$ cat config.mk
export PLATFORM = sky130hd
export DESIGN_NAME = mma_ctrl
export DESIGN_NICKNAME = d
export VERILOG_FILES = /design/src/rtl/core/mma_pkg.sv /design/src/rtl/core/mma_ctrl.sv
export SDC_FILE = /design/constraint.sdc
export NUM_CORES = 1
export LEC_CHECK = 0
export BUFFER_PORTS_ARGS = -buffer_cell sky130_fd_sc_hd__clkbuf_2
export CAP_MARGIN = 10
export CORE_AREA = 4 4 41 43
export DETAILED_ROUTE_END_ITERATION = 10
export DIE_AREA = 0 0 45 47
export MAX_ROUTING_LAYER = met4
export SYNTH_ARGS = -nofsm -noshare
export SYNTH_HDL_FRONTEND = slang
export SYNTH_SLANG_ARGS = --single-unit
export TNS_END_PERCENT = 100
$ cat constraint.sdc
create_clock -name clk_i -period 1.4 [get_ports clk_i]
set_clock_uncertainty 0.2 [all_clocks]
set_input_delay 0.28 -clock clk_i [delete_from_list [all_inputs] [get_ports clk_i]]
set_output_delay 0.28 -clock clk_i [all_outputs]
set_load 0.02 [all_outputs]
$ cat src/rtl/core/mma_pkg.sv
// Shared constants, payload words and controller/datapath command types.
`timescale 1ns / 1ps
`default_nettype none

package mma_pkg;

  // Channel count and averaging window
  localparam int unsigned CHANNELS = 8;
  localparam int unsigned WINDOW   = 64;

  // Derived widths
  localparam int unsigned CH_W    = (CHANNELS > 1) ? $clog2(CHANNELS) : 1;
  localparam int unsigned POS_W   = $clog2(WINDOW);
  localparam int unsigned CNT_W   = $clog2(WINDOW + 1);
  localparam int unsigned ADDR_W  = $clog2(CHANNELS * WINDOW);
  localparam int unsigned SMP_W   = 16;
  localparam int unsigned SUM_W   = SMP_W + $clog2(WINDOW);
  localparam int unsigned STEP_W  = $clog2(SUM_W + 1);

  // Input word
  typedef struct packed {
    logic [7:0]               channel;
    logic signed [SMP_W-1:0]  sample;
  } in_word_t;

  // Output word
  typedef struct packed {
    logic signed [SMP_W-1:0]  average;
    logic                     bad_channel;
    logic                     error_seen;
  } out_word_t;

  // Commands from the controller to the datapath
  typedef struct packed {
    logic capture;   // latch the accepted input word
    logic rd;        // read the oldest sample of the channel
    logic update;    // write sample, update channel state, load divider
    logic step;      // one quotient bit
    logic load_out;  // move the result into the output register
  } mma_cmd_t;

  // Status from the datapath to the controller
  typedef struct packed {
    logic in_bad;    // channel of the offered input word is out of range
    logic div_last;  // divider is on its final quotient bit
  } mma_sts_t;

endpackage

`default_nettype wire

$ cat src/rtl/core/mma_ctrl.sv
// Sequencing state machine for the moving average unit.
`timescale 1ns / 1ps
`default_nettype none

module mma_ctrl (
  input  wire logic           clk_i,
  input  wire logic           rst_ni,
  input  wire logic           in_valid_i,
  output logic                in_ready_o,
  output logic                out_valid_o,
  input  wire logic           out_ready_i,
  input  wire mma_pkg::mma_sts_t sts_i,
  output mma_pkg::mma_cmd_t   cmd_o
);
  import mma_pkg::*;

  typedef enum logic [2:0] {
    ST_IDLE,
    ST_READ,
    ST_UPDATE,
    ST_DIV,
    ST_DONE
  } state_e;

  state_e state_q, state_d;
  logic   out_valid_q, out_valid_d;
  logic   accept;
  logic   out_free;

  assign in_ready_o  = (state_q == ST_IDLE);
  assign out_valid_o = out_valid_q;
  assign accept      = in_valid_i && in_ready_o;
  assign out_free    = !out_valid_q || out_ready_i;

  // Decode commands and next state
  always_comb begin
    state_d         = state_q;
    out_valid_d     = out_valid_q && !out_ready_i;
    cmd_o           = '0;
    unique case (state_q)
      ST_IDLE: begin
        if (accept) begin
          cmd_o.capture = 1'b1;
          state_d       = sts_i.in_bad ? ST_DONE : ST_READ;
        end
      end
      ST_READ: begin
        cmd_o.rd = 1'b1;
        state_d  = ST_UPDATE;
      end
      ST_UPDATE: begin
        cmd_o.update = 1'b1;
        state_d      = ST_DIV;
      end
      ST_DIV: begin
        cmd_o.step = 1'b1;
        if (sts_i.div_last) begin
          state_d = ST_DONE;
        end
      end
      ST_DONE: begin
        // Hold the result until the output register is free
        if (out_free) begin
          cmd_o.load_out = 1'b1;
          out_valid_d    = 1'b1;
          state_d        = ST_IDLE;
        end
      end
      default: begin
        state_d = ST_IDLE;
      end
    endcase
  end

  // State and output valid
  always_ff @(posedge clk_i or negedge rst_ni) begin
    if (!rst_ni) begin
      state_q     <= ST_IDLE;
      out_valid_q <= 1'b0;
    end else begin
      state_q     <= state_d;
      out_valid_q <= out_valid_d;
    end
  end

endmodule

`default_nettype wire

Yosys cells after proc, flatten, opt, wreduce, memory -nomap -nowiden. Index checks and enable logic that the tools add are counted. W data, S select, Z words.

Reductions and logical operators: 7. Mux-type cells: 14. Eq/ne operators: 7.

Operator list (number): $pmux W3 S5 (1); $mux W3 (4); $mux W1 (9); $eq A3 B2 Y1 const B (2); $ne A2 B2 Y1 const B (2); $eq A3 B1 Y1 const B (1); $eq A3 B3 Y1 const B (1); $logic_not A3 Y1 (1); $reduce_and A3 Y1 (1); $logic_and A1 B1 Y1 (2); $logic_not A1 Y1 (2); $ne A2 B1 Y1 const B (1); $logic_or A1 B1 Y1 (1).

Logic and storage cells: 30. Register bits after elaboration: 4. Input port bits: 6.

Longest topological paths before layout. Gate-level depths: netlist (run 1).

Depth in word-level cells: 4. Mapped depth: 4. Depth with buffers taken out: 3.

Worst setup path before layout (run 1). Ideal clock, no wire load.

Kind: reg-to-output. From: reg state_q[2]. To: out cmd_o[4] (netlist bit). Cell stages (with the launch flop): 4. Data required time: 0.920 ns. Setup slack: -0.497 ns. Arrival time: 1.417 ns. Cells stage by stage: dfrtp_1 -> buf_6 -> nor3_1 -> and2_1.

RTL lines: from (decl) (line mma_ctrl.sv:25) `state_e state_q, state_d;`; from (signal assigned) (line mma_ctrl.sv:81) `state_q <= state_d;`; to (decl) (line mma_ctrl.sv:13) `output mma_pkg::mma_cmd_t cmd_o`.

==> qor.log, run 1 <==
qor: sta.rsz0062_at_grt true
qor: critical_path.cpMaxStageDelayCell dfrtp_2
qor: critical_path.type_of_the_worst_setup_path reg2out
qor: layout.fin_area 593 µm²
qor: global_route.grt_start_max_net_pins 6
qor: hold_path.worst_hold_path_type in2reg
qor: drt.routed_wire_length_per_instance 11.9 µm
qor: run_status.run_status finished, violations left
qor: global_route.globalRouteTotalUtil 0.0990
qor: placement.finalWeightedCongestion 0.769
qor: floorplanning.num_rows 13
qor: drt.postRouteAntennaNets 0
qor: sta.achievable-frequency 592 MHz
qor: clock_network.cts.path.max_buffers 2
qor: job.drv.max_cap_violation_count 0
qor: global_route.global_route.overflow_total 0
qor: logic_synthesis.synth.yosys.seq_area_share 0.359
qor: critical_path.timing.critical_path.required 0.92 ns
qor: sta.period_share 1.21
qor: layout.nets 63
qor: power.vdd.ir_drop.worst 0.853 mV
qor: floorplanning.boundaryPins 13
qor: floorplanning.chipWidth 45 µm
qor: drt.wl 845 µm
qor: layout.layout-drive-gt1-share 0.768
qor: critical_path.reg_to_reg_end state_q[2]$_DFFE_PN0P_
qor: drt.drtPass1Iterations 2
qor: clock_network.register_clock_pin_slew_on_the_reported_worst_setup_and_hold_paths 0.05 ns
qor: floorplanning.floorplan.die_area 2120 µm²
qor: drt.iter_0_drt_violations 1
qor: floorplanning.core_area 1300 µm²
qor: critical_path.crit_path_start_kind register
qor: clock_network.clkSinkCount 4
qor: drt.vias 324
qor: power.leakage 0.288 nW
qor: critical_path.max_stage_delay 0.44 ns
qor: logic_synthesis.netlist_instances 27
qor: hold_path.hold-path-cell-count 3
qor: sta.finalSetupViolations 8
qor: global_route.first_pass_grt_wire_length 1470 µm
qor: clock_network.cts_tree yes
qor: hold_path.min_delay_worst_endpoint out_valid_o$_DFF_PN0_
qor: placement.placed_cells 57
qor: logic_synthesis.avgSynthCellArea 10.3 µm²
qor: floorplanning.dieHeight 47 µm
qor: sta.slew_of_the_pin_with_the_lowest_slew_margin 0.314 ns
qor: sta.timing.final.ws_setup -0.289 ns
qor: drt.drt_drc_violations_left 0
qor: critical_path.critical_path.endpoint_type output pin
qor: critical_path.timing.reg2reg.worst_path_depth 4
qor: floorplanning.initial_core_util 0.214
qor: placement.placed_area 403 µm²
qor: critical_path.critical_path.max_fanout 4
qor: clock_network.clk_root_buffer_cell clkbuf_4
qor: critical_path.cp_cell_sequence buf_12 -> nor3b_4 -> clkbuf_8
qor: sta.whs 0.144 ns
qor: sta.timing_max_transition_violations_final 0
qor: critical_path.worstReg2RegStart state_q[2]$_DFFE_PN0P_
qor: power.totalPowerFinal 1.41 mW
qor: hold_path.min-delay-start out_ready_i
qor: global_route.antenna_violations_before_repair 0
qor: run_status.failed_checks setup timing
qor: layout.area.growth.synth_to_final 113%
qor: logic_synthesis.synth_warnings 0
qor: clock_network.clock_latency 0.24 ns
qor: sta.fin_crit 1.69 ns
qor: power.p_per_area 2380 nW/µm²
qor: clock_network.tritoncts.num_buffers 3
qor: layout.final-instance-count-excl-fill 71
qor: critical_path.setup.reg_to_reg.worst_slack -0.22 ns
qor: layout.utilization 0.456
qor: global_route.first_global_vias 334
qor: logic_synthesis.yosys.cell_types.count 17
qor: sta.setup_total_negative_slack -1.96 ns
qor: sta.hold_violations 0
qor: logic_synthesis.synth.net_count 33
qor: clock_network.h_tree_depth_reported_by_cts 1
qor: critical_path.arrival 1.21 ns
qor: placement.hpwlAfterDp 533 µm
qor: logic_synthesis.synth.ff_latch_count 4
qor: layout.antenna_cells 0
qor: sta.timing.max_slew.rel_slack 0.791
qor: logic_synthesis.syn-cell-area 279 µm²
qor: drt.drt-vias-per-instance 4.56
qor: placement.numPortBuffers 12
qor: placement.pre_cts_ws -0.218 ns
[logic make-up (layout without fill, tap and decap cells)]
family | Yosys count | in the layout | share of synthesized area
AND/OR/NAND/NOR | 15 | 15 | 0.377
buffers and inverters | 4 | 33 | 0.0807
flip-flops | 4 | 4 | 0.359
multiplexers | 1 | 1 | 0.0359
AO/OA/AOI/OAI | 3 | 3 | 0.148
[worst max-delay path, delay by kind of cell, from the launching register on]
| kind | cells | cell delay (ns) |
|---|---|---|
| DFF | 1 | 0.44 |
| and+or+nand+nor | 1 | 0.21 |
| buffers and inverters | 2 | 0.32 |
[state kept, by name, summed over array words and instances, names as in the netlist]
| name | flops |
|---|---|
| out_valid_o | 1 |
| state_q | 3 |
[layout by cell type, fill, tap and decap left out]
| master | instances |
|---|---|
| a2111oi_4 | 1 |
| a221oi_1 | 1 |
| and2_2 | 1 |
| and3_2 | 1 |
| and3_4 | 1 |
| and3b_2 | 1 |
| buf_12 | 2 |
| buf_2 | 1 |
| buf_4 | 11 |
| buf_6 | 1 |
| buf_8 | 2 |
| clkbuf_1 | 1 |
| clkbuf_2 | 6 |
| clkbuf_4 | 3 |
| clkbuf_8 | 2 |
| dfrtp_2 | 4 |
| dlygate4sd3_1 | 1 |
| inv_1 | 3 |
| mux2i_1 | 1 |
| nand2_1 | 2 |
| nand2b_4 | 1 |
| nor2_1 | 2 |
| nor2b_4 | 1 |
| nor3_2 | 1 |
| nor3_4 | 1 |
| nor3b_1 | 1 |
| nor3b_2 | 1 |
| nor3b_4 | 1 |
| o21ai_0 | 1 |
[worst max path at each step]
stage | slack (ns) | end | cells after the start | startpoint
detailed placement | -0.22 | cmd_o[4] | 3 | state_q[2]$_DFFE_PN0P_
floorplan | -0.14 | cmd_o[4] | 3 | state_q[2]$_DFFE_PN0P_
CTS | -0.29 | cmd_o[2] | 3 | state_q[2]$_DFFE_PN0P_
global placement | -0.20 | cmd_o[4] | 3 | state_q[2]$_DFFE_PN0P_
global route | -0.32 | cmd_o[2] | 3 | state_q[0]$_DFFE_PN0P_
finish | -0.29 | cmd_o[2] | 3 | state_q[0]$_DFFE_PN0P_
[layout make-up]
type	count	area, µm²
repair buffers	26	236
inverters	3	11.3
multi-input cells	19	195
flip-flops and latches	4	105
well taps	15	18.8
clock buffers	4	26.3
fillers	137	708
[routing by layer]
metal  share of wire  up-vias  track usage  wire length [µm]
met5               0        -            -                 0
li1                -      151            -                 -
met1            0.40      160        0.115               340
met2            0.51       13        0.161               433
met3           0.085        0       0.0307                72
met4               0        0       0.0351                 0
[cells in the mapped netlist]
| library cell | number | area [µm²] |
|---|---|---|
| mux2i_1 | 1 | 10.0 |
| inv_1 | 3 | 11.3 |
| and3b_2 | 1 | 10.0 |
| nor3_1 | 2 | 10.0 |
| and3_2 | 1 | 7.51 |
| and3_1 | 1 | 6.26 |
| a2111oi_4 | 1 | 27.5 |
| o21ai_0 | 1 | 5.00 |
| nor2b_4 | 1 | 13.8 |
| nand2_1 | 2 | 7.51 |
| dfrtp_1 | 4 | 100 |
| nor2_1 | 2 | 7.51 |
| and2_1 | 1 | 6.26 |
| nor3b_1 | 3 | 22.5 |
| nand2b_4 | 1 | 13.8 |
| a221oi_1 | 1 | 8.76 |
| buf_6 | 1 | 11.3 |
[power breakdown]
part / switching, mW / leakage, nW / internal [mW] / total, mW
Clock: 0.0547 / 0.0150 / 0.107 / 0.162
Sequential: 0.0857 / 0.0456 / 0.177 / 0.263
Combinational: 0.399 / 0.228 / 0.588 / 0.987
[what timing repair did]
| item | in CTS | in global routing |
|---|---|---|
| pin swaps | 2 | 4 |
| setup buffers | 8 | 2 |
| gates resized for setup | 12 | 6 |
| hold buffers | 1 | 0 |
| hold endpoints to repair | 4 | 0 |
| endpoints found under the setup margin | 8 | 9 |
No activity file was read; power rests on OpenSTA's default activity.
==> inputs of run 2 (changes only) <==
--- a/config.mk
+++ b/config.mk
@@ -12,2 +12,3 @@
 export DIE_AREA = 0 0 45 47
+export GPL_ROUTABILITY_DRIVEN = 0
 export MAX_ROUTING_LAYER = met4
--- a/constraint.sdc
+++ b/constraint.sdc
@@ -4,2 +4,2 @@
 set_output_delay 0.28 -clock clk_i [all_outputs]
-set_load 0.02 [all_outputs]
+set_load 0.005 [all_outputs]
==> run 2 against run 1 <==
Sequential power up 3%. Largest power group unchanged. The flow still finishes with violations (setup timing). Sequential cell count unchanged. Final cell count down 9.9%. Clock power down 16%. Design area down 21%. Sequential share of layout area up 4.4 points. Critical endpoint is now cmd_o[4].
==> qor.log, run 2 (synthesis results as in run 1) <==
qor: critical_path.reg_to_reg_end state_q[2]$_DFFE_PN0P_ [unchanged]
qor: hold_path.min-delay-start out_ready_i [unchanged]
qor: layout.area.growth.synth_to_final 68.2% [was 113%]
qor: critical_path.timing.critical_path.max_delay_family flip-flops [unchanged]
qor: global_route.global_route.overflow_total 0 [unchanged]
qor: sta.finalSetupViolations 7 [was 8]
qor: layout.nets 57 [was 63]
qor: critical_path.timing.critical_path.required 0.92 ns [about the same]
qor: critical_path.critical_path.endpoint_type output pin [unchanged]
qor: layout.fin_area 469 µm² [was 593 µm²]
qor: critical_path.worstReg2RegStart state_q[0]$_DFFE_PN0P_ [was state_q[2]$_DFFE_PN0P_]
qor: run_status.run_status finished, violations left [unchanged]
qor: power.vdd.ir_drop.worst 0.750 mV [was 0.853 mV]
qor: drt.drtPass1Iterations 2 [unchanged]
qor: sta.setup_total_negative_slack -0.948 ns [was -1.96 ns]
qor: critical_path.type_of_the_worst_setup_path reg2out [unchanged]
qor: floorplanning.initial_core_util 0.214 [unchanged]
qor: drt.routed_wire_length_per_instance 10.8 µm [was 11.9 µm]
qor: hold_path.min_delay_worst_endpoint out_valid_o$_DFF_PN0_ [unchanged]
qor: layout.final-instance-count-excl-fill 64 [was 71]
qor: placement.placed_cells 58 [was 57]
qor: sta.slew_of_the_pin_with_the_lowest_slew_margin 0.311 ns [was 0.314 ns]
qor: power.leakage 0.239 nW [was 0.288 nW]
qor: clock_network.tritoncts.num_buffers 3 [unchanged]
qor: sta.achievable-frequency 621 MHz [was 592 MHz]
qor: power.p_per_area 2050 nW/µm² [was 2380 nW/µm²]
qor: critical_path.cpMaxStageDelayCell dfrtp_2 [unchanged]
qor: drt.vias 273 [was 324]
qor: clock_network.clkSinkCount 4 [unchanged]
qor: sta.timing.final.ws_setup -0.210 ns [was -0.289 ns]
qor: floorplanning.dieHeight 47 µm [unchanged]
qor: floorplanning.boundaryPins 13 [unchanged]
qor: sta.hold_violations 0 [unchanged]
qor: critical_path.max_stage_delay 0.44 ns [about the same]
qor: critical_path.critical_path.max_fanout 6 [was 4]
qor: hold_path.hold-path-cell-count 3 [unchanged]
qor: global_route.antenna_violations_before_repair 0 [unchanged]
qor: layout.layout-drive-gt1-share 0.694 [was 0.768]
qor: drt.drt-vias-per-instance 4.27 [was 4.56]
qor: floorplanning.chipWidth 45 µm [unchanged]
qor: critical_path.setup.reg_to_reg.worst_slack -0.07 ns [was -0.22 ns]
qor: clock_network.cts_tree yes [unchanged]
qor: layout.most_common_cell_after_layout_fill_and_taps_aside clkbuf_2 [was buf_4]
qor: clock_network.clock_latency 0.23 ns [was 0.24 ns]
qor: layout.largest_reg_flops 3 [unchanged]
qor: floorplanning.core_area 1300 µm² [unchanged]
qor: placement.hpwlAfterDp 526 µm [was 533 µm]
qor: critical_path.cp.buffers_inverters 1 [was 2]
qor: drt.postRouteAntennaNets 0 [unchanged]
qor: critical_path.timing.reg2reg.worst_path_depth 3 [was 4]
qor: sta.period_share 1.15 [was 1.21]
qor: drt.drt_drc_violations_left 0 [unchanged]
qor: clock_network.register_clock_pin_slew_on_the_reported_worst_setup_and_hold_paths 0.04 ns [was 0.05 ns]
qor: sta.fin_crit 1.61 ns [was 1.69 ns]
qor: sta.rsz0062_at_grt true [unchanged]
qor: placement.placed_area 389 µm² [was 403 µm²]
qor: clock_network.h_tree_depth_reported_by_cts 1 [unchanged]
qor: clock_network.clk_root_buffer_cell clkbuf_4 [unchanged]
qor: job.drv.max_cap_violation_count 0 [unchanged]
qor: sta.timing_max_transition_violations_final 0 [unchanged]
qor: global_route.grt_start_max_net_pins 8 [was 6]
qor: layout.antenna_cells 0 [unchanged]
qor: run_status.failed_checks setup timing [unchanged]
qor: global_route.first_global_vias 250 [was 334]
qor: clock_network.cts.path.max_buffers 2 [unchanged]
qor: critical_path.crit_path_start_kind register [unchanged]
qor: critical_path.arrival 1.13 ns [was 1.21 ns]
qor: hold_path.worst_hold_path_type in2reg [unchanged]
qor: layout.mostFrequentLayoutCells clkbuf_2 (9), buf_4 (7), inv_1 (3), clkbuf_4 (3), dfrtp_2 (3) [was buf_4 (11), clkbuf_2 (6), dfrtp_2 (4), inv_1 (3), clkbuf_4 (3)]
qor: placement.numPortBuffers 12 [unchanged]
qor: drt.iter_0_drt_violations 4 [was 1]
qor: floorplanning.num_rows 13 [unchanged]
qor: floorplanning.floorplan.die_area 2120 µm² [unchanged]
qor: sta.timing.max_slew.rel_slack 0.792 [was 0.791]
qor: global_route.first_pass_grt_wire_length 1160 µm [was 1470 µm]
qor: global_route.globalRouteTotalUtil 0.0867 [was 0.0990]
qor: critical_path.cp_cell_sequence nor3_4 -> and2_1 -> clkbuf_2 [was buf_12 -> nor3b_4 -> clkbuf_8]
qor: layout.largest-register state_q [unchanged]
qor: drt.wl 689 µm [was 845 µm]
run 2: changes by cell type in the layout (fill, tap and decap cells not counted), sizes merged:
cell	change
buf	-7
run 2: tightest hold or removal path: stages:
cell and delay, ns:
clkbuf_2 0.08, nand2b_4 0.13, nand2_1 0.05
run 2: final cells by class:
type	count	area, µm²
clock buffer	3	22.5
fill	147	832
inverter	3	11.3
multi-input combinational	19	184
sequential	4	104
tap	15	18.8
timing repair buffer	20	129
run 2: worst max path at each step:
stage | from | end | slack (ns) | cells past startpoint
floorplan | state_q[2]$_DFFE_PN0P_ | cmd_o[4] | 0.04 | 3
global placement | state_q[2]$_DFFE_PN0P_ | cmd_o[4] | -0.09 | 3
detailed placement | state_q[2]$_DFFE_PN0P_ | cmd_o[4] | -0.11 | 3
CTS | state_q[0]$_DFFE_PN0P_ | cmd_o[4] | -0.22 | 3
global route | state_q[0]$_DFFE_PN0P_ | cmd_o[4] | -0.28 | 3
finish | state_q[0]$_DFFE_PN0P_ | cmd_o[4] | -0.21 | 3
run 2: stage by stage:
stage / hold slack (ns) / util / total power, mW / worst slack, ns
after floorplan: -0.216 / - / 0.499 / 0.0357
after global placement: -0.109 / 0.299 / 0.705 / -0.0928
after detailed placement: -0.107 / 0.299 / 0.713 / -0.111
after CTS: 0.152 / 0.351 / 0.939 / -0.216
after global routing: 0.151 / 0.361 / 1.06 / -0.284
final: 0.156 / 0.361 / 0.961 / -0.210
run 2: where the power goes:
| group | internal [mW] | total (mW) | switching (mW) |
|---|---|---|---|
| sequential | 0.175 | 0.271 | 0.0957 |
| combinational | 0.331 | 0.554 | 0.223 |
| clock | 0.0954 | 0.136 | 0.0403 |
run 2: layer usage:
layer  global-route usage  part of all wire  vias to the layer above
met5                    -                 0                        -
li1                     -                 -                      142
met4               0.0526                 0                        0
met1                0.108              0.47                      118
met3               0.0575              0.12                        0
met2               0.0989              0.41                       13
run 2: timing repair:
| item | 4_1_cts | 5_1_grt |
|---|---|---|
| endpoints found under the hold margin | 4 | 0 |
| endpoints found under the setup margin | 8 | 8 |
| resized for setup | 6 | 5 |
| setup buffers | 2 | 0 |
| pin swaps | 3 | 4 |
| hold buffers | 1 | 0 |
